## config.mk

```make
export PLATFORM = sky130hd
export DESIGN_NAME = twwg_combine
export DESIGN_NICKNAME = d
export VERILOG_FILES = /design/src/twwg_pkg.sv /design/src/twwg_combine.sv
export SDC_FILE = /design/constraint.sdc
export NUM_CORES = 2
export LEC_CHECK = 0
export BUFFER_PORTS_ARGS = -buffer_cell sky130_fd_sc_hd__buf_2
export CORE_AREA = 2 2 310 312
export CTS_CLUSTER_DIAMETER = 100
export CTS_CLUSTER_SIZE = 25
export DETAILED_ROUTE_END_ITERATION = 6
export DIE_AREA = 0 0 312 314
export HOLD_SLACK_MARGIN = 0.08
export PLACE_DENSITY = 0.71
export SYNTH_ARGS = -nofsm -noshare
export SYNTH_HDL_FRONTEND = slang
export SYNTH_SLANG_ARGS = --single-unit
export TNS_END_PERCENT = 50
```

## constraint.sdc

```tcl
create_clock -name clk_i -period 10.4 [get_ports clk_i]
set_input_delay 0.52 -clock clk_i [delete_from_list [all_inputs] [get_ports clk_i]]
set_output_delay 0.52 -clock clk_i [all_outputs]
set_load 0.05 [all_outputs]
```

## src/twwg_pkg.sv

```systemverilog
package twwg_pkg;

  // field and datapath widths
  localparam int unsigned LEN_W      = 13;
  localparam int unsigned IDX_W      = 12;
  localparam int unsigned NUM_W      = 14;
  localparam int unsigned DIV_W      = 14;
  localparam int unsigned TURN_W     = 24;
  localparam int unsigned NUM_HARM   = 4;
  localparam int unsigned CORD_STEPS = 16;
  localparam int unsigned CORD_W     = 33;
  localparam int unsigned CORD_FRAC  = 30;
  localparam int unsigned ZW         = 26;
  localparam int unsigned COS_W      = 18;
  localparam int unsigned COS_FRAC   = 15;
  localparam int unsigned COEF_W     = 16;
  localparam int unsigned PROD_W     = COEF_W + COS_W;
  localparam int unsigned ACC_W      = PROD_W + 2;
  localparam int unsigned WSUM_W     = ACC_W + 2;
  localparam int unsigned WEIGHT_W   = 15;
  localparam int unsigned WEIGHT_FRAC = 14;
  localparam int unsigned CFG_IDX_W  = 3;
  localparam int unsigned CFG_DATA_W = 16;

  // cordic gain folded into the start value, Q2.30
  localparam logic signed [CORD_W-1:0] CORD_START = 33'sd652032874;

  // arctangent of 2^-i in 2^-24 turn units
  localparam logic signed [ZW-1:0] ATAN_TURNS [CORD_STEPS] = '{
    26'sd2097152, 26'sd1238021, 26'sd654137, 26'sd332050,
    26'sd166669,  26'sd83416,   26'sd41718,  26'sd20860,
    26'sd10430,   26'sd5215,    26'sd2608,   26'sd1304,
    26'sd652,     26'sd326,     26'sd163,    26'sd81
  };

  localparam logic [LEN_W-1:0] LEN_RESET = 13'd4096;
  localparam logic signed [COEF_W-1:0] COEF_RESET [NUM_HARM] = '{
    16'sd11284, -16'sd498, 16'sd140, -16'sd24
  };

  typedef enum logic [CFG_IDX_W-1:0] {
    CFG_LENGTH     = 3'd0,
    CFG_COEF_ONE   = 3'd1,
    CFG_COEF_TWO   = 3'd2,
    CFG_COEF_THREE = 3'd3,
    CFG_COEF_FOUR  = 3'd4
  } cfg_idx_e;

  typedef logic [TURN_W-1:0]        turn_t;
  typedef logic signed [COEF_W-1:0] coef_t;
  typedef logic signed [COS_W-1:0]  cos_t;

  // one restoring division step: returns {quotient bit, new remainder}
  function automatic logic [DIV_W:0] div_step(input logic [DIV_W-1:0] rem,
                                              input logic bit_in,
                                              input logic [DIV_W-1:0] dvs);
    logic [DIV_W:0] t;
    t = {rem, bit_in};
    if (t >= {1'b0, dvs}) begin
      t = t - {1'b0, dvs};
      return {1'b1, t[DIV_W-1:0]};
    end
    return {1'b0, t[DIV_W-1:0]};
  endfunction

  // reduce a value below twice the divisor
  function automatic logic [DIV_W-1:0] cond_sub(input logic [DIV_W:0] x,
                                                input logic [DIV_W-1:0] dvs);
    logic [DIV_W:0] t;
    t = x;
    if (t >= {1'b0, dvs}) begin
      t = t - {1'b0, dvs};
    end
    return t[DIV_W-1:0];
  endfunction

endpackage

```

## src/twwg_combine.sv

```systemverilog
module twwg_combine (
  input  logic                          clk_i,
  input  logic                          rst_ni,
  input  logic                          en_i,
  input  logic                          vld_i,
  input  twwg_pkg::cos_t                cos_i  [twwg_pkg::NUM_HARM],
  input  twwg_pkg::coef_t               coef_i [twwg_pkg::NUM_HARM],
  output logic                          vld_o,
  output logic [twwg_pkg::WEIGHT_W-1:0] weight_o
);
  import twwg_pkg::*;

  localparam int unsigned SH = 2 * WEIGHT_FRAC + 2 - WEIGHT_FRAC;
  localparam logic signed [WSUM_W-1:0] W_ONE   = WSUM_W'(64'd1 << CORD_FRAC);
  localparam logic signed [WSUM_W-1:0] W_ROUND = WSUM_W'(64'd1 << (SH - 1));
  localparam logic signed [WSUM_W-1:0] W_MAX   = WSUM_W'((64'd1 << WEIGHT_W) - 1);

  logic [2:0]                vld_q;
  logic signed [PROD_W-1:0]  prod_q [NUM_HARM];
  logic signed [ACC_W-1:0]   acc_q;
  logic [WEIGHT_W-1:0]       weight_q;

  logic signed [ACC_W-1:0]   acc_d;
  logic signed [WSUM_W-1:0]  wsum, wrnd;
  logic [WEIGHT_W-1:0]       weight_d;

  // exact sum of the harmonic terms
  always_comb begin
    acc_d = '0;
    for (int h = 0; h < NUM_HARM; h++) begin
      acc_d = acc_d + ACC_W'(prod_q[h]);
    end
  end

  // weight = 1 + 2 * sum, rounded to q1.14 and saturated
  always_comb begin
    wsum = W_ONE + (WSUM_W'(acc_q) <<< 1);
    wrnd = (wsum + W_ROUND) >>> SH;
    if (wsum < 0) begin
      weight_d = '0;
    end else if (wrnd > W_MAX) begin
      weight_d = W_MAX[WEIGHT_W-1:0];
    end else begin
      weight_d = wrnd[WEIGHT_W-1:0];
    end
  end

  always_ff @(posedge clk_i or negedge rst_ni) begin
    if (!rst_ni) begin
      vld_q <= '0;
    end else if (en_i) begin
      vld_q <= {vld_q[1:0], vld_i};
    end
  end

  always_ff @(posedge clk_i) begin
    if (en_i) begin
      for (int h = 0; h < NUM_HARM; h++) begin
        prod_q[h] <= PROD_W'(coef_i[h]) * PROD_W'(cos_i[h]);
      end
      acc_q    <= acc_d;
      weight_q <= weight_d;
    end
  end

  assign vld_o    = vld_q[2];
  assign weight_o = weight_q;

endmodule

```

Word-level counts from Yosys, hierarchy flattened
Memories as Yosys holds them, arrays and structs flattened.
Index checks and enable logic that the tools add are counted.
W data, S select, Z words.
{"block": "totals", "inputBits": 140, "out_inout_bits": 16, "n_memories": 1, "ramBits": 136, "elab_cells": 18, "reg_bits": 54}
{"block": "classes", "mul": 4, "muxes": 3, "add_sub_neg": 5, "order_cmp": 2}
{"memory": "prod_q", "depth": 4, "width": 34, "read_ports": 4, "rd_ports_with_merged_regs": 0, "wr": 4, "line": "twwg_combine.sv:19", "rtl": "logic signed [PROD_W-1:0] prod_q [NUM_HARM];"}
{"cell": "$mul A16 B18 Y34", "n": 4}
{"cell": "$add A32 B37 Y38 const A", "n": 1}
{"cell": "$add A38 B17 Y38 const B", "n": 1}
{"cell": "$lt A38 B1 Y1 const B", "n": 1}
{"cell": "$add A35 B34 Y36", "n": 1}
{"cell": "$add A36 B34 Y36", "n": 1}
{"cell": "$add A34 B34 Y35", "n": 1}
{"cell": "$gt A22 B16 Y1 const B", "n": 1}
{"cell": "$mux W15", "n": 1}
{"cell": "$mux W1", "n": 2}

Logic depth before layout (Yosys ltp)
{"block": "depth", "depth_word": 4, "ltp_mapped": 25, "depth_no_buf": 22}

Least setup slack after synthesis
OpenSTA, ideal clock, no wires.
{"block": "synth_timing", "kind": "input to register", "from": "input port coef_i[7] in the netlist's numbering", "to": "memory prod_q[3][33] in the netlist's numbering (data pin)", "required_ps": 10142, "setup_ps": 258, "cell_stages": 24, "arrival_time_ps": 6434, "setup_slack_ps": 3708, "n_path_buf": 2, "path_cell_list": "clkbuf_1 clkbuf_1 nand2_1 fa_1 inv_1 fa_1 inv_1 fa_1 inv_1 fa_1 fa_1 inv_1 fa_1 inv_1 ha_1 a21o_1 a21o_1 a221o_1 a221oi_2 a21oi_2 and4_4 a2111oi_4 a21oi_2 xnor2_1"}
{"item": "from (decl)", "line": "twwg_combine.sv:7", "rtl": "input twwg_pkg::coef_t coef_i [twwg_pkg::NUM_HARM],"}
{"item": "to (decl)", "line": "twwg_combine.sv:19"}

==> metrics.md <==
| Metric | Value |
|---|---|
| Status | finished, final reports clean |
| Largest net degree at the start of global routing | 72 |
| Worst Path Arrival | 6.79 ns |
| Final hold violations | 0 |
| Prevailing post-synth register cell | edfxtp_1 |
| CP Class | input pin to register |
| Root buf cell | clkbuf_16 |
| First-pass GRT wire length | 200300 um |
| Initial antenna violation count | 8 |
| TritonCTS Buffers | 17 |
| DP Area | 0.05342 sq mm |
| GR Util All Layers | 25.97% |
| CTS Buffer Depth | 2 |
| Final period util | 63.70% |
| Vias in the first global route | 38.64k |
| Synthesized cell area | 0.05167 sq mm |
| Min Tclk post-route | 6.625 ns |
| Die height | 314 um |
| Post-DRT Antenna Nets | 0 |
| Setup TNS | 0 ns |
| Met3 usage | 3.570% |
| Slew headroom | 24.98% |
| # setup viols final | 0 |
| Syn Area/Cell | 9.764 sq um |
| Final instance area | 0.05399 sq mm |
| Final nets | 7049 |
| Placer Congestion | 0.8772 |
| # IOs | 156 |
| CTS tree | built |
| Core ar. | 0.09445 sq mm |
| Starting DRT DRC Count | 2294 |
| Crit path max fanout | 18 |
| Mean routed wirelength per cell | 18.13 um |
| FP Rows | 113 |
| Chip width | 312 um |
| Sequential fraction of the synthesis area | 10.20% |
| Worst Tran Pin Value | 1.121 ns |
| Total Routed Length | 119300 um |
| Fraction of layout cells with a size suffix above 1 | 4.028% |
| Starting Density | 54.71% |
| Worst setup SP type | input pin |
| Vias per cell | 5.372 |
| Port Buffers | 155 |
| Syn nets | 7040 |
| Unrepaired setup endpoints after global routing | false |
| Flops & latches, synth | 176 |
| Worst hold margin | 0.3103 ns |
| CTS HTree Levels | 4 |
| Gr busiest metal | met2 |
| Number of vias in the routed layout | 35.36k |
| Post-layout util | 57.17% |
| Critical Path RT | 10.57 ns |
| Worst Setup End Kind | register |
| HP Class | input pin to register |
| Remaining global-route overflow | 0 |
| Clk pin slew, worst setup/hold paths | 0.07 ns |
| Max-capacitance violation count | 0 |
| FMAX | 150.9 MHz |
| Area Growth Syn to Fin | 4.494% |
| Syn Inst Count | 5292 |
| Yosys cell types | 81 |
| Grt met2 use | 44.30% |
| Drt first pass iters | 7 |
| Clock sink count | 176 |
| Die area | 0.09797 sq mm |
| GRT met1 Usage | 35.16% |
| Post-CTS setup buffers | 0 |
| # fillers | 8270 |
| Yosys warnings | 0 |
| Post-route DRC | 0 |
| Async SR Flop Fraction | 1.705% |
| EDFF count, synth | 173 |
| Max-slew violation count | 0 |
| Worst clock skew | 0.01796 ns |
| DP Wirelength | 98110 um |
| Worst-Skew Late Latency | 0.45 ns |
-- metrics by stage --
step	setup WS, ns	instances
finish	3.775	6581
CTS	3.795	6578
global route	3.421	6579
global placement	3.375	6546
detailed placement	3.346	6546
floorplan	3.708	5292
-- layout by cell type, fill, tap and decap left out, types with 5 or more instances in the layout --
master / n
and4_1: 5
a211o_1: 9
a21oi_1: 141
o21bai_1: 23
nor4_1: 8
a211oi_1: 13
o21ai_1: 11
fa_1: 1228
a21o_1: 62
and2_1: 551
clkbuf_1: 5
buf_2: 154
clkbuf_16: 17
o21a_1: 24
xor2_1: 47
nand2b_1: 20
nand2_1: 583
nand4_1: 16
nor2_1: 133
and3_1: 21
a31oi_1: 10
xnor2_1: 133
nor3_1: 19
o21ai_0: 59
nand3_1: 26
ha_1: 380
or3_1: 5
edfxtp_1: 173
nor2b_1: 13
inv_1: 1313
-- synth_stat cells, types with 3 or more instances --
cell / count / area, sq um
o21ba_2: 3 / 30.03
fa_1: 1228 / 24580
and3_1: 21 / 131.4
a211o_1: 9 / 78.83
xor2_1: 47 / 411.6
xnor2_1: 133 / 1165
nor2_1: 133 / 499.2
clkbuf_1: 166 / 623.1
o21bai_1: 23 / 172.7
nand3_1: 26 / 130.1
a21o_1: 62 / 465.5
a21oi_2: 4 / 35.03
a31o_2: 3 / 26.28
nor4_1: 8 / 50.05
o211ai_1: 4 / 30.03
a31oi_1: 10 / 62.56
o21a_1: 24 / 180.2
inv_1: 1313 / 4928
ha_1: 380 / 4755
a21oi_1: 141 / 705.7
o21ai_1: 11 / 55.05
and4_1: 5 / 43.79
or2_2: 4 / 25.02
o21ai_0: 59 / 295.3
a211oi_1: 13 / 97.59
edfxtp_1: 173 / 5195
nor2b_1: 13 / 81.33
o31ai_1: 4 / 30.03
a2bb2oi_1: 3 / 26.28
dfrtp_1: 3 / 75.07
and2_1: 551 / 3447
a221oi_1: 3 / 26.28
nor3_1: 19 / 95.09
nand2b_1: 20 / 125.1
o22ai_1: 3 / 18.77
o2111ai_1: 4 / 35.03
a2111oi_0: 3 / 26.28
a21boi_0: 4 / 30.03
nand4_1: 16 / 100.1
mux2_2: 3 / 33.78
or3_1: 5 / 31.28
nand2_1: 583 / 2188
-- sequential cells by signal, indices dropped and copies added, names as in the netlist --
| register | cells |
|---|---|
| acc_q | 22 |
| prod_q | 136 |
| vld_q | 3 |
| weight_o | 15 |
-- what timing repair did --
| action | in CTS | in global routing |
|---|---|---|
| endpoints found under the hold margin | 3 | 0 |
| hold buffers | 1 | 0 |
| resized for setup | 0 | 0 |
-- final timing paths --
path,from,endpoint,slack (ns),depth (start not counted)
min in group asynchronous,rst_ni,vld_q[1]$_DFFE_PN0P_,0.39,2
worst max-delay path,coef_i[49],prod_q[0][32]$_DFFE_PP_,3.78,20
worst min register to register,vld_q[2]$_DFFE_PN0P_,vld_q[2]$_DFFE_PN0P_,0.50,1
max in group asynchronous,rst_ni,vld_q[0]$_DFFE_PN0P_,9.90,2
worst max register to register,prod_q[0][12]$_DFFE_PP_,acc_q[25]$_DFFE_PP_,6.31,12
worst min-delay path,vld_i,vld_q[0]$_DFFE_PN0P_,0.31,2
-- final cells by class --
type / count / area (sq um) / area share, %
diodes: 3 / 7.507 / 0.01390
clock inverters: 9 / 111.4 / 0.2062
clock buffers: 22 / 444.2 / 0.8227
repair buffers: 158 / 807.0 / 1.495
flip-flops and latches: 176 / 5270 / 9.761
multi-input cells: 3634 / 40840 / 75.64
inverters: 1314 / 4932 / 9.135
well taps: 1265 / 1583 / 2.932
-- logic make-up (layout without fill, tap and decap cells) --
kind of cell    count (synthesis)  after routing  synth area share (%)
compound gates                428            428                 5.504
xor+xnor                      180            180                 3.051
fa+ha+maj                    1608           1608                 56.78
buf+inv                      1482           1503                 10.77
flops                         176            176                 10.20
mux                             4              4               0.08475
other cells                     0              3                     0
simple gates                 1414           1414                 13.61
-- critical path: stages --
cell and delay (ns):
buf_2 0.33, nand2_1 0.18, inv_1 0.16, fa_1 0.55, fa_1 0.88, fa_1 0.52, fa_1 0.51, fa_1 0.49
inv_1 0.05, fa_1 0.48, inv_1 0.04, ha_1 0.35, a21oi_1 0.31, o21bai_1 0.10, a21o_1 0.22, and2_1 0.18
o21bai_1 0.16, a21oi_1 0.27, nor4_1 0.10, a311o_1 0.38
-- per-layer routing --
layer / wire length [um] / vias up
li1: - / 15750
met1: 49270 / 18350
met2: 59590 / 1033
met3: 7286 / 214
met4: 3097 / 10
met5: 57 / -
Power is left out: the tool's default activity adds up to more than one toggle a clock period on the data nets, which glitch-free logic cannot reach.
