<file path="src/twwg_pkg.sv">
package twwg_pkg;

  // field and datapath widths
  localparam int unsigned LEN_W      = 13;
  localparam int unsigned IDX_W      = 12;
  localparam int unsigned NUM_W      = 14;
  localparam int unsigned DIV_W      = 14;
  localparam int unsigned TURN_W     = 24;
  localparam int unsigned NUM_HARM   = 4;
  localparam int unsigned CORD_STEPS = 16;
  localparam int unsigned CORD_W     = 33;
  localparam int unsigned CORD_FRAC  = 30;
  localparam int unsigned ZW         = 26;
  localparam int unsigned COS_W      = 18;
  localparam int unsigned COS_FRAC   = 15;
  localparam int unsigned COEF_W     = 16;
  localparam int unsigned PROD_W     = COEF_W + COS_W;
  localparam int unsigned ACC_W      = PROD_W + 2;
  localparam int unsigned WSUM_W     = ACC_W + 2;
  localparam int unsigned WEIGHT_W   = 15;
  localparam int unsigned WEIGHT_FRAC = 14;
  localparam int unsigned CFG_IDX_W  = 3;
  localparam int unsigned CFG_DATA_W = 16;

  // cordic gain folded into the start value, Q2.30
  localparam logic signed [CORD_W-1:0] CORD_START = 33'sd652032874;

  // arctangent of 2^-i in 2^-24 turn units
  localparam logic signed [ZW-1:0] ATAN_TURNS [CORD_STEPS] = '{
    26'sd2097152, 26'sd1238021, 26'sd654137, 26'sd332050,
    26'sd166669,  26'sd83416,   26'sd41718,  26'sd20860,
    26'sd10430,   26'sd5215,    26'sd2608,   26'sd1304,
    26'sd652,     26'sd326,     26'sd163,    26'sd81
  };

  localparam logic [LEN_W-1:0] LEN_RESET = 13'd4096;
  localparam logic signed [COEF_W-1:0] COEF_RESET [NUM_HARM] = '{
    16'sd11284, -16'sd498, 16'sd140, -16'sd24
  };

  typedef enum logic [CFG_IDX_W-1:0] {
    CFG_LENGTH     = 3'd0,
    CFG_COEF_ONE   = 3'd1,
    CFG_COEF_TWO   = 3'd2,
    CFG_COEF_THREE = 3'd3,
    CFG_COEF_FOUR  = 3'd4
  } cfg_idx_e;

  typedef logic [TURN_W-1:0]        turn_t;
  typedef logic signed [COEF_W-1:0] coef_t;
  typedef logic signed [COS_W-1:0]  cos_t;

  // one restoring division step: returns {quotient bit, new remainder}
  function automatic logic [DIV_W:0] div_step(input logic [DIV_W-1:0] rem,
                                              input logic bit_in,
                                              input logic [DIV_W-1:0] dvs);
    logic [DIV_W:0] t;
    t = {rem, bit_in};
    if (t >= {1'b0, dvs}) begin
      t = t - {1'b0, dvs};
      return {1'b1, t[DIV_W-1:0]};
    end
    return {1'b0, t[DIV_W-1:0]};
  endfunction

  // reduce a value below twice the divisor
  function automatic logic [DIV_W-1:0] cond_sub(input logic [DIV_W:0] x,
                                                input logic [DIV_W-1:0] dvs);
    logic [DIV_W:0] t;
    t = x;
    if (t >= {1'b0, dvs}) begin
      t = t - {1'b0, dvs};
    end
    return t[DIV_W-1:0];
  endfunction

endpackage

</file>
<file path="src/twwg_cordic.sv">
module twwg_cordic (
  input  logic            clk_i,
  input  logic            rst_ni,
  input  logic            en_i,
  input  logic            vld_i,
  input  twwg_pkg::turn_t turn_i,
  output logic            vld_o,
  output twwg_pkg::cos_t  cos_o
);
  import twwg_pkg::*;

  localparam int unsigned N = CORD_STEPS;
  localparam int unsigned RSH = CORD_FRAC - COS_FRAC;
  localparam logic signed [ZW-1:0] Z_QUARTER = ZW'(64'd1 << (TURN_W - 2));
  localparam logic signed [ZW-1:0] Z_HALF    = ZW'(64'd1 << (TURN_W - 1));
  localparam logic signed [ZW-1:0] Z_FULL    = ZW'(64'd1 << TURN_W);
  localparam logic signed [CORD_W-1:0] X_ROUND = CORD_W'(64'd1 << (RSH - 1));

  logic [N+1:0]              vld_q;
  logic signed [CORD_W-1:0]  x_q [N+1];
  logic signed [CORD_W-1:0]  y_q [N+1];
  logic signed [ZW-1:0]      z_q [N+1];
  logic [N:0]                flip_q;
  cos_t                      cos_q;

  logic signed [CORD_W-1:0]  x_d [N];
  logic signed [CORD_W-1:0]  y_d [N];
  logic signed [ZW-1:0]      z_d [N];
  logic signed [ZW-1:0]      zs, zf;
  logic                      flip_d;
  logic signed [CORD_W-1:0]  xa, xr, xc;

  // fold the angle into a quarter turn around zero
  always_comb begin
    zs = ZW'(turn_i);
    if (turn_i[TURN_W-1]) begin
      zs = zs - Z_FULL;
    end
    zf     = zs;
    flip_d = 1'b0;
    if (zs > Z_QUARTER) begin
      zf     = zs - Z_HALF;
      flip_d = 1'b1;
    end else if (zs < -Z_QUARTER) begin
      zf     = zs + Z_HALF;
      flip_d = 1'b1;
    end
  end

  // rotation steps
  always_comb begin
    for (int i = 0; i < N; i++) begin
      if (z_q[i] >= 0) begin
        x_d[i] = x_q[i] - (y_q[i] >>> i);
        y_d[i] = y_q[i] + (x_q[i] >>> i);
        z_d[i] = z_q[i] - ATAN_TURNS[i];
      end else begin
        x_d[i] = x_q[i] + (y_q[i] >>> i);
        y_d[i] = y_q[i] - (x_q[i] >>> i);
        z_d[i] = z_q[i] + ATAN_TURNS[i];
      end
    end
  end

  // round to q1.15 and apply the fold sign
  always_comb begin
    xa = x_q[N] + X_ROUND;
    xr = xa >>> RSH;
    xc = flip_q[N] ? -xr : xr;
  end

  always_ff @(posedge clk_i or negedge rst_ni) begin
    if (!rst_ni) begin
      vld_q <= '0;
    end else if (en_i) begin
      vld_q <= {vld_q[N:0], vld_i};
    end
  end

  always_ff @(posedge clk_i) begin
    if (en_i) begin
      x_q[0]    <= CORD_START;
      y_q[0]    <= '0;
      z_q[0]    <= zf;
      flip_q[0] <= flip_d;
      for (int i = 0; i < N; i++) begin
        x_q[i+1]    <= x_d[i];
        y_q[i+1]    <= y_d[i];
        z_q[i+1]    <= z_d[i];
        flip_q[i+1] <= flip_q[i];
      end
      cos_q <= COS_W'(xc);
    end
  end

  assign vld_o = vld_q[N+1];
  assign cos_o = cos_q;

endmodule

</file>
<file path="config.mk">
export PLATFORM = sky130hd
export DESIGN_NAME = twwg_cordic
export DESIGN_NICKNAME = d
export VERILOG_FILES = /design/src/twwg_pkg.sv /design/src/twwg_cordic.sv
export SDC_FILE = /design/constraint.sdc
export NUM_CORES = 2
export LEC_CHECK = 0
export BUFFER_PORTS_ARGS = -buffer_cell sky130_fd_sc_hd__buf_4
export CORE_UTILIZATION = 45
export CTS_CLUSTER_DIAMETER = 150
export CTS_CLUSTER_SIZE = 16
export DETAILED_ROUTE_END_ITERATION = 10
export GPL_ROUTABILITY_DRIVEN = 0
export PLACE_DENSITY = 0.71
export SYNTH_ARGS = -nofsm -noshare
export SYNTH_HDL_FRONTEND = slang
export SYNTH_SLANG_ARGS = --single-unit
</file>
<file path="constraint.sdc">
create_clock -name clk_i -period 16.29 [get_ports clk_i]
set_input_delay 3.258 -clock clk_i [delete_from_list [all_inputs] [get_ports clk_i]]
set_output_delay 3.258 -clock clk_i [all_outputs]
set_load 0.02 [all_outputs]
</file>
* After elaboration in Yosys (flattened, before gate mapping)
Memories as Yosys holds them, arrays and structs flattened.
Cells that the tools add are included.
W data, S select, Z words.
** Word-level totals
- Register bits :: 53
- RAM bits :: 1564
- Bits of input ports :: 28
- Output and inout bits :: 19
- Logic and storage cells :: 180
- Memories kept :: 3
** Memory list
- x_q :: depth 17, width 33, read ports 17, clocked after memory_dff 0, write ports 17, RTL line twwg_cordic.sv:20 : logic signed [CORD_W-1:0] x_q [N+1];
- y_q :: depth 17, width 33, read ports 16, clocked after memory_dff 0, write ports 17, RTL line twwg_cordic.sv:21 : logic signed [CORD_W-1:0] y_q [N+1];
- z_q :: depth 17, width 26, read ports 16, clocked after memory_dff 0, write ports 17, RTL line twwg_cordic.sv:22 : logic signed [ZW-1:0] z_q [N+1];
** Operators by class
- Add/subtract/negate cells :: 100
- $lt $le $gt $ge :: 18
- Muxes and demuxes :: 55
** Operators by type and width (count)
- $mux W33 :: 32
- $mux W26 :: 19
- $ge A26 B1 Y1 const B :: 16
- $add A33 B18 Y33 :: 2
- $add A33 B19 Y33 :: 2
- $add A33 B20 Y33 :: 2
- $add A33 B21 Y33 :: 2
- $add A33 B22 Y33 :: 2
- $add A33 B23 Y33 :: 2
- $add A33 B24 Y33 :: 2
- $add A33 B25 Y33 :: 2
- $add A33 B26 Y33 :: 2
- $add A33 B27 Y33 :: 2
- $add A33 B28 Y33 :: 2
- $add A33 B29 Y33 :: 2
- $add A33 B30 Y33 :: 2
- $add A33 B31 Y33 :: 2
- $add A33 B32 Y33 :: 2
- $sub A33 B18 Y33 :: 2
- $sub A33 B19 Y33 :: 2
- $sub A33 B20 Y33 :: 2
- $sub A33 B21 Y33 :: 2
- $sub A33 B22 Y33 :: 2
- $sub A33 B23 Y33 :: 2
- other kinds (52) :: 64

* Depth between registers and ports, before layout
- Depth in word-level cells :: 5
- Depth in mapped cells :: 22
- Gate-level depth less buffers :: 21

* Worst setup path after synthesis
No wires, ideal clock.
- Kind :: flip-flop to flip-flop
- Start point :: memory z_q[1][25] (netlist: z_q[0][51])
- End point :: memory z_q[2][22] (netlist: z_q[0][74]) (data pin)
- Library setup time :: 259 ps
- Arrival :: 5052 ps
- Path slack :: 10979 ps
- Cell stages (with the launch flop) :: 18
- Path buffers :: 0
- Period minus slack after synthesis :: 5311 ps
- Cell sequence :: edfxtp_1 > inv_1 > ha_1 > nor4b_1 > nand4_1 > o21ai_1 > inv_1 > ha_1 > a211oi_1 > o21bai_1 > a31oi_1 > nor2b_1 > o31a_1 > o31a_1 > a31o_2 > a221oi_1 > nor2b_1 > xnor2_1
** RTL lines (RTL line)
- from (decl) :: twwg_cordic.sv:22

==> results.toml <==
[outcome]
status = "completed"

[cells_and_area]
fin_nets = 12600
area_growth_pct = 6.14
ff_latch_area_mm2 = 0.0404
n_fill_cell = 21900
drive_gt1_share_pct = 3.26
multi_input_area_mm2 = 0.0678

[worst_setup_path]
reg2reg_to = "y_q[0][362]$_DFFE_PP_"
critPathLaunchType = "flop"
worstSetupPathType = "reg2reg"
r2r-start = "z_q[0][259]$_DFFE_PP_"
cp_max_fo = 37
end_kind = "flop"
r2r_cells = 22
worstPathRequired_ps = 16780
rrSetupSlack_ps = 9700
worstPathArrival_ps = 7080

[global_routing]
globalRoute.totalOverflow = 0
grt_pass1_vias = 85200
grt_max_degree = 222
grtUsageTotal_pct = 21.6
antenna_found_initial = 4
grt_pass1_wl_mm = 444

[placed_design]
io_buffers = 46
hpwl_mm = 216

[synthesis]
ys_seq_area_share_pct = 36.5
synth_top_family_by_area = "compound AO/OA/AOI/OAI gates"
async_flop_share_pct = 1.34
synth-compound-area-share_pct = 19.8
ys_ff_latch = 1347
netlist_area_mm2 = 0.111
synth_fa_ha_area_share_pct = 14.7
synthesis.nets = 12600
synthMuxAreaShare_pct = 0.603
ys.flop_type = "edfxtp_1"
syn_inst = 11300
synth.yosys.warnings = 0
ys_types = 102
avgSynthCellArea_um2 = 9.77
synthXorXnorAreaFrac_pct = 13.0
synth-simple-area-share_pct = 13.2
synth_edf_count = 1329

[clocking]
cts_sinks = 1347
cts_resized = 0
h-tree-depth = 3
clk_latency_ps = 790
clockBufferDepth = 3
cts_inserted_buffers = 94
cts_tree = "done"
postCtsSetupRepairBufs = 0
cts.clk_slew.worst_paths_ps = 80
postCtsHoldBufs = 0
clock-root-buffer = "clkbuf_16"

[sta]
rsz0062_at_grt = "false"
fin_skew_ps = 86.6
period_share_pct = 40.4
tns_ps = 0
finalSetupViolCount = 0
relSlewSlack_pct = 15.6
hold_viol = 0
worst_pin_slew_ps = 1270
report.final.slew_viol_count = 0
min_period_ps = 6590
clock.fmax_ghz = 0.152

[floorplanning]
core_mm2 = 0.244
fp.dieW_um = 498
ios = 47
die-area_mm2 = 0.248
die_h_um = 498
fp-row-count = 181
initial_core_util_pct = 45.4

[min_path]
min_delay_path_depth = 0
holdPathEnd = "flip_q[8]$_DFFE_PP_"
hp-class = "reg2reg"
hold_path.startpoint = "flip_q[7]$_DFFE_PP_"

[routing]
first_iter_violations = 7053
wire_per_inst_um = 19.0
antenna_left = 0
vias = 87700
dr.pass1.iters = 6
drt-total-wl_mm = 276
viasPerCell = 6.02
drc = 0

[run]
maxCapViolations = 0
-- sequential cells by signal, indices dropped and copies added, names as in the netlist --
| name | cells |
|---|---|
| x_q | 456 |
| y_q | 448 |
| z_q | 390 |
| cos_o | 18 |
| vld_q | 18 |
| flip_q | 17 |
-- worst max path at each step --
stage / from / endpoint / slack, ps / depth (start not counted)
after global routing: z_q[0][259]$_DFFE_PP_ / y_q[0][360]$_DFFE_PP_ / 9150 / 22
after floorplan: z_q[0][51]$_DFFE_PP_ / z_q[0][74]$_DFFE_PP_ / 10980 / 17
after detailed placement: en_i / z_q[0][43]$_DFFE_PP_ / 9080 / 4
final: z_q[0][259]$_DFFE_PP_ / y_q[0][362]$_DFFE_PP_ / 9700 / 22
after global placement: en_i / z_q[0][61]$_DFFE_PP_ / 9220 / 4
after CTS: z_q[0][259]$_DFFE_PP_ / y_q[0][362]$_DFFE_PP_ / 9850 / 22
-- placed cells by master, fill, tap and decap left out, drive strengths merged, types with 95 or more instances in the layout --
cell type and n:
a21o 464, a21oi 999, and3 101, clkbuf 108, edfxtp 1329, ha 1229
inv 485, nand2 670, nand2b 141, nand3 218, nor2 826, nor2b 167
nor3 261, nor4 130, o21a 225, o21ai 633, o21bai 151, o31ai 206
or3 95, xnor2 1045, xor2 590
-- per-layer routing --
layer	part of all wire (%)	global-route usage [%]
met5	0.0047	0
met4	4.3	8.96
met3	5.0	2.48
met2	48	38.1
met1	42	26.6
-- cells by family after synthesis --
family | after synthesis
AO/OA/AOI/OAI | 3385
XOR/XNOR | 1636
adder cells (fa/ha/maj) | 1270
buffers and inverters | 636
flip-flops | 1347
multiplexers | 63
AND/OR/NAND/NOR | 2975
-- stage by stage --
step	hold slack (ps)	utilization, %	std cells	area [µm²]	setup slack (ps)
global placement	404	47.1	14400	115000	9220
finish	401	48.1	14600	117000	9700
detailed placement	405	47.1	14400	115000	9080
global route	416	48.1	14600	117000	9150
CTS	415	48.1	14600	117000	9850
floorplan	400	-	11300	111000	10980
-- cell type report --
type	count	area share, %
Antenna cell	3	0.00640
Clock buffer	108	2.07
Clock inverter	7	0.144
Inverter	487	1.56
Multi-Input combinational cell	9329	57.8
Sequential cell	1347	34.4
Tap cell	3202	3.41
Timing Repair Buffer	83	0.591
-- cell usage after synthesis, drive strengths merged (32+ instances only) --
library cell	instances	share of area [%]
nand2b	141	0.80
o21a	225	1.5
edfxtp	1329	36
nor4	130	0.75
and2	60	0.34
nand3	218	0.99
a31oi	86	0.49
mux2i	34	0.31
and3	101	0.57
a21oi	999	4.5
o21bai	151	1.0
o211ai	46	0.31
o41ai	94	0.77
or2	60	0.34
o31a	45	0.36
fa	41	0.74
a21boi	32	0.22
ha	1229	14
nor3	261	1.2
inv	484	1.6
a211oi	94	0.64
nor2b	167	0.95
o31ai	206	1.4
or4	61	0.43
clkbuf	132	0.45
nand4	84	0.48
a21o	464	3.2
o21ai	633	2.9
xnor2	1045	8.3
xor2	590	4.7
nor2	826	2.8
nand2	670	2.3
or3	95	0.55
-- critical path: stages (launching register included) --
cell      delay [ps]
edfxtp_1         350
inv_1             80
ha_1             180
nor4b_1          140
nand4_1           90
nor2_1            70
nor2_2            70
buf_4            370
clkinv_1         750
buf_4            520
a21oi_1          200
xor2_1            90
ha_1             320
o21ai_0          150
a211oi_1         260
o21ai_0          210
o311ai_0         800
a211oi_1         280
o311ai_0         580
a31oi_1          250
o21ai_0          260
a21oi_1          120
xnor2_1          130
Power is left out: the tool's default activity adds up to more than one toggle a clock period on the data nets, which glitch-free logic cannot reach.
